`src/hw/rtl/wsd_pkg.sv`:
```
package wsd_pkg;

  // supported width of the payload length
  localparam int unsigned LenBits = 32;

  // first header byte codes
  localparam logic [7:0] HdrText  = 8'h81;
  localparam logic [7:0] HdrClose = 8'h88;

  // second header byte
  localparam logic [7:0] LenMask  = 8'h7F;
  localparam logic [7:0] MaskBit  = 8'h80;
  localparam logic [6:0] Len16    = 7'd126;
  localparam logic [6:0] Len64    = 7'd127;

  // extended length and mask key byte counts
  localparam logic [3:0] ExtBytes16 = 4'd2;
  localparam logic [3:0] ExtBytes64 = 4'd8;
  localparam logic [3:0] KeyBytes   = 4'd4;

  // parser phases
  localparam logic [2:0] PhHdr0    = 3'd0;
  localparam logic [2:0] PhHdr1    = 3'd1;
  localparam logic [2:0] PhExtLen  = 3'd2;
  localparam logic [2:0] PhMask    = 3'd3;
  localparam logic [2:0] PhPayload = 3'd4;
  localparam logic [2:0] PhClosed  = 3'd5;

  // result kinds
  localparam logic [1:0] StData   = 2'd0;
  localparam logic [1:0] StEmpty  = 2'd1;
  localparam logic [1:0] StClose  = 2'd2;
  localparam logic [1:0] StReject = 2'd3;

endpackage

```
`src/hw/rtl/websocket_frame_deframer.sv`:
```
// channel   direction  ports                  contents
// rx bytes  in         s_axis_*               tdata[7:0] rx_byte
// results   out        m_axis_*               tdata[7:0] payload_byte, tuser[1:0] status,
//                                             tlast last_of_message
//
// one received byte is taken every cycle unless the result side stalls
// the parser state updates in the same cycle the byte is accepted, the result lands
// in a single output register that can be reloaded while it is being drained
// a stall on the result side holds s_axis_tready low only while that register is full
// and not taken
// rst_ni clears the parser to expect a first header byte and empties the output
// register; after a close or reject all bytes are swallowed until reset
module websocket_frame_deframer (
  input  logic       clk_i,
  input  logic       rst_ni,
  input  logic       s_axis_tvalid,
  output logic       s_axis_tready,
  input  logic [7:0] s_axis_tdata,   // [7:0] rx_byte
  output logic       m_axis_tvalid,
  input  logic       m_axis_tready,
  output logic [7:0] m_axis_tdata,   // [7:0] payload_byte
  output logic [1:0] m_axis_tuser,   // [1:0] status
  output logic       m_axis_tlast    // last_of_message
);

  localparam int unsigned LenBits = wsd_pkg::LenBits;

  // parser state
  logic [2:0]         phase_q, phase_d;
  logic [3:0]         cnt_q, cnt_d;       // extended length or mask key bytes left
  logic [LenBits-1:0] len_q, len_d;       // payload length, then payload bytes left
  logic               mask_q, mask_d;
  logic [31:0]        key_q, key_d;
  logic [1:0]         pos_q, pos_d;       // mask key byte position

  // output register
  logic       out_valid_q, out_valid_d;
  logic [1:0] out_status_q;
  logic [7:0] out_byte_q;
  logic       out_last_q;

  logic       accept;
  logic       res_valid;
  logic [1:0] res_status;
  logic [7:0] res_byte;
  logic       res_last;
  logic       after_len;
  logic       start_pl;
  logic [7:0] key_byte;

  assign s_axis_tready = !out_valid_q || m_axis_tready;
  assign accept        = s_axis_tvalid && s_axis_tready;

  // key byte for this payload position, most significant first
  assign key_byte = key_q[{~pos_q, 3'b000} +: 8];

  always_comb begin
    phase_d    = phase_q;
    cnt_d      = cnt_q;
    len_d      = len_q;
    mask_d     = mask_q;
    key_d      = key_q;
    pos_d      = pos_q;
    res_valid  = 1'b0;
    res_status = wsd_pkg::StData;
    res_byte   = 8'h00;
    res_last   = 1'b0;
    after_len  = 1'b0;
    start_pl   = 1'b0;

    case (phase_q)
      wsd_pkg::PhHdr0: begin
        if (s_axis_tdata == wsd_pkg::HdrText) begin
          phase_d = wsd_pkg::PhHdr1;
        end else begin
          phase_d    = wsd_pkg::PhClosed;
          res_valid  = 1'b1;
          res_status = (s_axis_tdata == wsd_pkg::HdrClose) ? wsd_pkg::StClose
                                                           : wsd_pkg::StReject;
        end
      end
      wsd_pkg::PhHdr1: begin
        mask_d = |(s_axis_tdata & wsd_pkg::MaskBit);
        len_d  = '0;
        if ((s_axis_tdata & wsd_pkg::LenMask) == {1'b0, wsd_pkg::Len16}) begin
          cnt_d   = wsd_pkg::ExtBytes16;
          phase_d = wsd_pkg::PhExtLen;
        end else if ((s_axis_tdata & wsd_pkg::LenMask) == {1'b0, wsd_pkg::Len64}) begin
          cnt_d   = wsd_pkg::ExtBytes64;
          phase_d = wsd_pkg::PhExtLen;
        end else begin
          len_d     = {{(LenBits-7){1'b0}}, s_axis_tdata[6:0]};
          after_len = 1'b1;
        end
      end
      wsd_pkg::PhExtLen: begin
        if (len_q[LenBits-1 -: 8] != 8'h00) begin
          // length does not fit the supported width
          phase_d    = wsd_pkg::PhClosed;
          res_valid  = 1'b1;
          res_status = wsd_pkg::StReject;
        end else begin
          len_d     = {len_q[LenBits-9:0], s_axis_tdata};
          cnt_d     = cnt_q - 4'd1;
          after_len = (cnt_q == 4'd1);
        end
      end
      wsd_pkg::PhMask: begin
        key_d    = {key_q[23:0], s_axis_tdata};
        cnt_d    = cnt_q - 4'd1;
        start_pl = (cnt_q == 4'd1);
      end
      wsd_pkg::PhPayload: begin
        pos_d     = pos_q + 2'd1;
        len_d     = len_q - LenBits'(1);
        res_valid = 1'b1;
        res_byte  = s_axis_tdata ^ key_byte;
        res_last  = (len_q == LenBits'(1));
        if (res_last) begin
          phase_d = wsd_pkg::PhHdr0;
        end
      end
      wsd_pkg::PhClosed: begin
        phase_d = wsd_pkg::PhClosed;
      end
      default: begin
        phase_d = wsd_pkg::PhClosed;
      end
    endcase

    // length known: fetch the mask key or go straight to the payload
    if (after_len) begin
      key_d = '0;
      if (mask_d) begin
        cnt_d   = wsd_pkg::KeyBytes;
        phase_d = wsd_pkg::PhMask;
      end else begin
        start_pl = 1'b1;
      end
    end

    // header complete: empty message or payload
    if (start_pl) begin
      pos_d = 2'd0;
      if (len_d == '0) begin
        phase_d    = wsd_pkg::PhHdr0;
        res_valid  = 1'b1;
        res_status = wsd_pkg::StEmpty;
        res_last   = 1'b1;
      end else begin
        phase_d = wsd_pkg::PhPayload;
      end
    end
  end

  assign out_valid_d = (accept && res_valid) || (out_valid_q && !m_axis_tready);

  always_ff @(posedge clk_i or negedge rst_ni) begin
    if (!rst_ni) begin
      phase_q     <= wsd_pkg::PhHdr0;
      cnt_q       <= '0;
      len_q       <= '0;
      mask_q      <= 1'b0;
      key_q       <= '0;
      pos_q       <= '0;
      out_valid_q <= 1'b0;
    end else begin
      out_valid_q <= out_valid_d;
      if (accept) begin
        phase_q <= phase_d;
        cnt_q   <= cnt_d;
        len_q   <= len_d;
        mask_q  <= mask_d;
        key_q   <= key_d;
        pos_q   <= pos_d;
      end
    end
  end

  // result payload, loaded with each request that yields a result
  always_ff @(posedge clk_i) begin
    if (accept && res_valid) begin
      out_status_q <= res_status;
      out_byte_q   <= res_byte;
      out_last_q   <= res_last;
    end
  end

  assign m_axis_tvalid = out_valid_q;
  assign m_axis_tdata  = out_byte_q;
  assign m_axis_tuser  = out_status_q;
  assign m_axis_tlast  = out_last_q;

endmodule

```
`config.mk`:
```
export PLATFORM = sky130hd
export DESIGN_NAME = websocket_frame_deframer
export DESIGN_NICKNAME = d
export VERILOG_FILES = /design/src/hw/rtl/wsd_pkg.sv /design/src/hw/rtl/websocket_frame_deframer.sv
export SDC_FILE = /design/constraint.sdc
export NUM_CORES = 1
export LEC_CHECK = 0
export BUFFER_PORTS_ARGS = -buffer_cell sky130_fd_sc_hd__buf_2
export CAP_MARGIN = 20
export CORE_MARGIN = 1.5
export CORE_UTILIZATION = 25
export CTS_CLUSTER_SIZE = 12
export DETAILED_ROUTE_END_ITERATION = 16
export SLEW_MARGIN = 20
export SYNTH_ARGS = -nofsm -noshare
export SYNTH_HDL_FRONTEND = slang
export SYNTH_SLANG_ARGS = --single-unit
```
`constraint.sdc`:
```
create_clock -name clk_i -period 3.94 [get_ports clk_i]
set_clock_uncertainty 0.2 [all_clocks]
set_input_delay 0.197 -clock clk_i [delete_from_list [all_inputs] [get_ports clk_i]]
set_output_delay 0.197 -clock clk_i [all_outputs]
set_load 0.03 [all_outputs]
```
Yosys cells after proc, flatten, opt, wreduce, memory -nomap -nowiden
Index checks and enable logic that the tools add are counted.

Add/subtract/negate cells: 3. Multiply operators: 0. Div/mod/pow operators: 0. $lt $le $gt $ge: 0. Equal/unequal tests: 10. Shift-type cells: 1. Muxes and demuxes: 46. Bitwise gates (word level): 2. Reduce and logical (&&, ||, !) cells: 14.

Operators by type and width (number): 2-to-1 mux 32 bit (3); one-hot mux 32 bit (3 select lines) (1); equality test 32 x 1 -> 1 bit, second input constant (1); zero test 32 bit (1); indexed part select 32 x 6 -> 8 bit (1); subtractor 32 x 1 -> 32 bit, second input constant (1); 2-to-1 mux 3 bit (9); 2-to-1 mux 4 bit (5); equality test 8 bit, second input constant (2); 2-to-1 mux 1 bit (15); one-hot mux 3 bit (5 select lines) (1); equality test 7 bit, second input constant (2); 2-to-1 mux 7 bit (2); 2-to-1 mux 2 bit (6); one-hot mux 4 bit (3 select lines) (1); nonzero test 8 bit (1); bitwise XOR 8 bit (1); equality test 3 x 2 -> 1 bit, second input constant (2); equality test 4 x 1 -> 1 bit, second input constant (1); one-hot mux 2 bit (2 select lines) (1); AND reduction 2 bit (2); nonzero test 2 bit (2); subtractor 4 x 1 -> 4 bit, second input constant (1); equality test 3 x 1 -> 1 bit, second input constant (1); 9 further kinds (13).

Bits in registers: 86. Latch bits: 0. RAM bits: 0. Bits in read-only memories: 0. Input port bits: 12. Output and inout port bits: 13. Logic and storage cells: 86. Memories: 0.

Logic depth before layout (Yosys ltp)
Depth in word-level cells: 9. Depth in mapped cells: 12. Depth with buffers taken out: 10.

Worst setup path before layout
OpenSTA, ideal clock, no wires.

Kind: reg2reg. Start: register len_q[0]. End: register out_byte_q[0], in the netlist m_axis_tdata[0], enable pin. Library setup time: 0.382 ns. Arrival: 3.429 ns. Data required time: 3.358 ns. Path slack: -0.071 ns. Stages on the path, launching flop included: 12. Buffers on the path: 1. Period minus slack after synthesis: 4.011 ns. Cells stage by stage: dfrtp_1 > inv_1 > ha_1 > or3b_1 > clkbuf_1 > or3_4 > nor4_2 > o21ai_1 > a2111o_1 > nor4_2 > nand4_1 > a21oi_1.

Word-level cells in the longest chain between the ends: 6. Elaborated cells on any way between the ends: 7. Those cells by class: 1 x add/sub; 4 x mux; 2 x reduce/logical.

RTL lines: start, declared (RTL line websocket_frame_deframer.sv:31) `logic [LenBits-1:0] len_q, len_d;`; start signal, assigned (RTL line websocket_frame_deframer.sv:172) `len_q <= len_d;`; subtractor 32 x 1 -> 32 bit or 2-to-1 mux 32 bit (tied branches) (RTL line websocket_frame_deframer.sv:115, websocket_frame_deframer.sv:97); one-hot mux 32 bit (3 select lines) * (RTL line websocket_frame_deframer.sv:71) `case (phase_q)`; zero test 32 bit * (RTL line websocket_frame_deframer.sv:145) `if (len_d == '0) begin`; 2-to-1 mux 1 bit * (RTL line websocket_frame_deframer.sv:145); 2-to-1 mux 1 bit * (RTL line websocket_frame_deframer.sv:143) `if (start_pl) begin`; logical AND 1 bit * (RTL line websocket_frame_deframer.sv:182) `if (accept && res_valid) begin`; end signal, assigned (RTL line websocket_frame_deframer.sv:184) `out_byte_q <= res_byte;`; end, declared (RTL line websocket_frame_deframer.sv:39) `logic [7:0] out_byte_q;`.

Every way passes the cells marked *; elsewhere a longest branch is shown, timed or not. A chain may end at the register's enable or synchronous reset.

Final worst setup path
Start: register phase_q[0]. End: register out_status_q[0], in the netlist m_axis_tuser[0], enable pin.

Word-level cells in the longest chain between the ends: 6. Elaborated cells on any way between the ends: 16. Those cells by class: 4 x eq/ne; 9 x mux; 3 x reduce/logical.

RTL lines: start, declared (RTL line websocket_frame_deframer.sv:29) `logic [2:0] phase_q, phase_d;`; start signal, assigned (RTL line websocket_frame_deframer.sv:160) `phase_q <= wsd_pkg::PhHdr0;`; start signal, assigned (RTL line websocket_frame_deframer.sv:170) `phase_q <= phase_d;`; equality test 3 bit, or another cell as far along (RTL line websocket_frame_deframer.sv:71); one-hot mux 32 bit (3 select lines) or 2-to-1 mux 1 bit (tied branches) (RTL line websocket_frame_deframer.sv:71); zero test 32 bit or 2-to-1 mux 1 bit (tied branches) (RTL line websocket_frame_deframer.sv:145, websocket_frame_deframer.sv:134); 2-to-1 mux 1 bit (on tied branches) (RTL line websocket_frame_deframer.sv:145, websocket_frame_deframer.sv:132); 2-to-1 mux 1 bit * (RTL line websocket_frame_deframer.sv:143); logical AND 1 bit * (RTL line websocket_frame_deframer.sv:182); end signal, assigned (RTL line websocket_frame_deframer.sv:183) `out_status_q <= res_status;`; end, declared (RTL line websocket_frame_deframer.sv:38) `logic [1:0] out_status_q;`.

Marks and branches as above.

==> results.cfg <==
[outcome]
outcome = finished clean

[synthesis]
synth.yosys.seq_area_share_pct = 39.4
ys.flop_type = dfrtp_1
synth_compound_area_share_pct = 17.8
netlist-cell-type-count = 69
synthXorXnorAreaFrac_pct = 2.03
synthAdderAreaFrac_pct = 0.894
synthesis.area_sq_um = 5600
synth-simple-area-share_pct = 29.9
postSynthCellCount = 667
synth_edf_count = 11
syn_nets = 683
syn_avg_cell_area_sq_um = 8.39
yosys_warnings = 0
ys_ff_latch = 86
synthMuxAreaShare_pct = 4.90
async_reset_ff_share_pct = 87.2
synth_top_family_by_area = simple AND/OR/NAND/NOR gates

[sta]
clock.fmax_ghz = 0.264
worst_pin_slew_ns = 0.779
max-slew-margin-rel_pct = 47.3
fin_crit_sh_pct = 96.2
tns_ns = 0
final.min_clock_period_ns = 3.79
drv_slew = 0
hold_viol_final = 0
setup_viol = 0

[critical_path]
cp.required_ns = 3.81
critPathKind = reg -> reg
end_kind = flip-flop
rr_worst_depth = 9
startpoint_type = flip-flop
crit_arrival_ns = 3.66
cp_max_fo = 11

[route]
ant_nets = 0
wl_per_cell_microns = 18.0
drtIter0Drc = 546
dr.pass1.iters = 6
via_per_inst = 5.50
vias = 5509
drc = 0
routed_wl_mm = 18.0

[global_route]
antenna_found_initial = 0
grt_pass1_vias = 5220
grt_overflow = 0
grt_max_degree = 76
grt_pass1_wl_mm = 29.1
grt_usage_pct = 15.6

[finish]
final_util_pct = 31.0
layout-drive-gt1-share_pct = 19.4
synthToLayoutAreaGrowth_pct = 21.1
final_nets = 733
regArea_sq_um = 2210
final_cell_mix = nand2_1, dfrtp_1, buf_4
final_common_cell = nand2_1
multi_input_area_sq_um = 3160
diodes = 0
n_fill_cell = 2294
final_area_sq_um = 6780

[cts]
cts_buffer_depth = 2
cts.root.buffer_cell = clkbuf_16
path_clk_slew_ns = 0.07
htreeDepth = 3
cts.sinks = 86
cts_buffers = 9
clk_latency_ns = 0.36
cts_tree = done

[power]
max-vdd-ir-drop_v = 0.000303
p_per_area_nw_per_um2 = 868
power_mw = 5.88
power.leakage_nw = 2.91

[place]
portBuffers = 24
place_congestion = 0.895
hpwlAfterDp_mm = 12.4
placedInstanceArea_sq_um = 6320

[hold_path]
hold_depth = 3
min_path_type = in -> reg

[run]
max_cap_violations = 0

[floorplan]
die_w_microns = 153
initial_utilization_pct = 25.6
die_h_microns = 153
core-area_sq_um = 21900
num_rows = 54
die-area_sq_um = 23300
io_pins = 25
## cell families (layout without fill, tap and decap cells)
kind of cell | after synthesis | after routing
XOR/XNOR | 13 | 13
AND/OR/NAND/NOR | 325 | 325
buffers and inverters | 69 | 124
flip-flops | 86 | 86
AO/OA/AOI/OAI | 153 | 153
adder cells (fa/ha/maj) | 4 | 4
multiplexers | 17 | 17
## path summary, 6_finish.rpt
path	from	endpoint	slack, ns
worst max-delay path	phase_q[0]$_DFFE_PN0P_	m_axis_tuser[0]$_DFFE_PP_	0.15
worst min-delay path	s_axis_tdata[0]	key_q[0]$_DFFE_PN0P_	0.01
worst max register to register	phase_q[0]$_DFFE_PN0P_	m_axis_tuser[0]$_DFFE_PP_	0.15
worst min register to register	key_q[29]$_DFFE_PN0P_	key_q[29]$_DFFE_PN0P_	0.27
max in group asynchronous	rst_ni	len_q[17]$_DFFE_PN0P_	2.82
min in group asynchronous	rst_ni	key_q[24]$_DFFE_PN0P_	0.13
## through the flow
step,cells,worst slack [ns],hold slack [ns]
5_1_grt,1002,-0.00714,0.0238
3_5_place_dp,975,0.144,0.236
4_1_cts,1000,0.131,0.00481
6_report,1002,0.149,0.0101
3_3_place_gp,975,0.203,0.232
2_1_floorplan,667,0.123,-0.299
## cells in the mapped netlist (4+ instances only)
library cell | number | area [sq um]
a221o_1 | 4 | 40.0
buf_2 | 6 | 30.0
dfrtp_1 | 75 | 1880
nor3_1 | 17 | 85.1
o31ai_1 | 7 | 52.6
nor2b_1 | 5 | 31.3
a211oi_1 | 5 | 37.5
nand4_1 | 10 | 62.6
nor4_1 | 21 | 131
edfxtp_1 | 11 | 330
mux4_2 | 8 | 180
mux2i_1 | 6 | 60.1
nor3b_1 | 7 | 52.6
a31oi_1 | 9 | 56.3
ha_1 | 4 | 50.1
o22ai_1 | 7 | 43.8
or4_1 | 11 | 82.6
o21ai_0 | 41 | 205
nand2_1 | 131 | 492
o21ai_1 | 4 | 20.0
nand2b_1 | 5 | 31.3
or3_1 | 7 | 43.8
a22oi_1 | 5 | 37.5
and2_1 | 4 | 25.0
clkbuf_1 | 46 | 173
or2_2 | 5 | 31.3
inv_1 | 11 | 41.3
nor2_1 | 33 | 124
a221oi_1 | 4 | 35.0
a21o_1 | 7 | 52.6
a21oi_1 | 32 | 160
nor4b_1 | 6 | 52.6
nand3_1 | 44 | 220
xnor2_1 | 11 | 96.3
## critical path, cell delays in order (launching register included)
cell     delay [ns]
dfrtp_1        0.38
or3b_2         0.55
nor4_4         0.46
nor2_1         0.24
a221o_1        0.36
or4_4          0.56
nor3_1         0.18
nand4_1        0.20
a21oi_2        0.18
buf_6          0.18
## sequential cells by signal, summed over array words and instances, names as in the netlist, 2 cells and up
signal and cells:
m_axis_tuser 2, m_axis_tdata 8, cnt_q 4, key_q 32, pos_q 2, len_q 32, phase_q 3
## final cells by class
| type | count | share of cell area [%] |
|---|---|---|
| tap | 280 | 5.17 |
| multi-input combinational | 512 | 46.7 |
| clock inverter | 5 | 0.609 |
| clock buffer | 11 | 3.73 |
| inverter | 11 | 0.609 |
| timing repair buffer | 97 | 10.7 |
| sequential | 86 | 32.6 |
## what timing repair did
action / 4_1_cts / 5_1_grt
hold buffers: 9 / 0
setup buffers: 0 / 1
resized for setup: 0 / 6
endpoints found under the setup margin: 0 / 11
hold endpoints to repair: 83 / 0
## layer usage
metal	up-vias	GRT usage [%]	share of wire, %
met1	2709	22.7	48
met5	-	0	0
li1	2553	-	-
met2	219	23.3	45
met4	0	6.00	1.8
met3	28	2.02	6.0
## report_power, final
group          internal, mW  leakage [nW]  total, mW  switching, mW
registers              1.30          1.09       1.65          0.355
logic                  1.34          1.68       3.38           2.04
clock network         0.466         0.138      0.853          0.386
No activity file was read; power rests on OpenSTA's default activity.
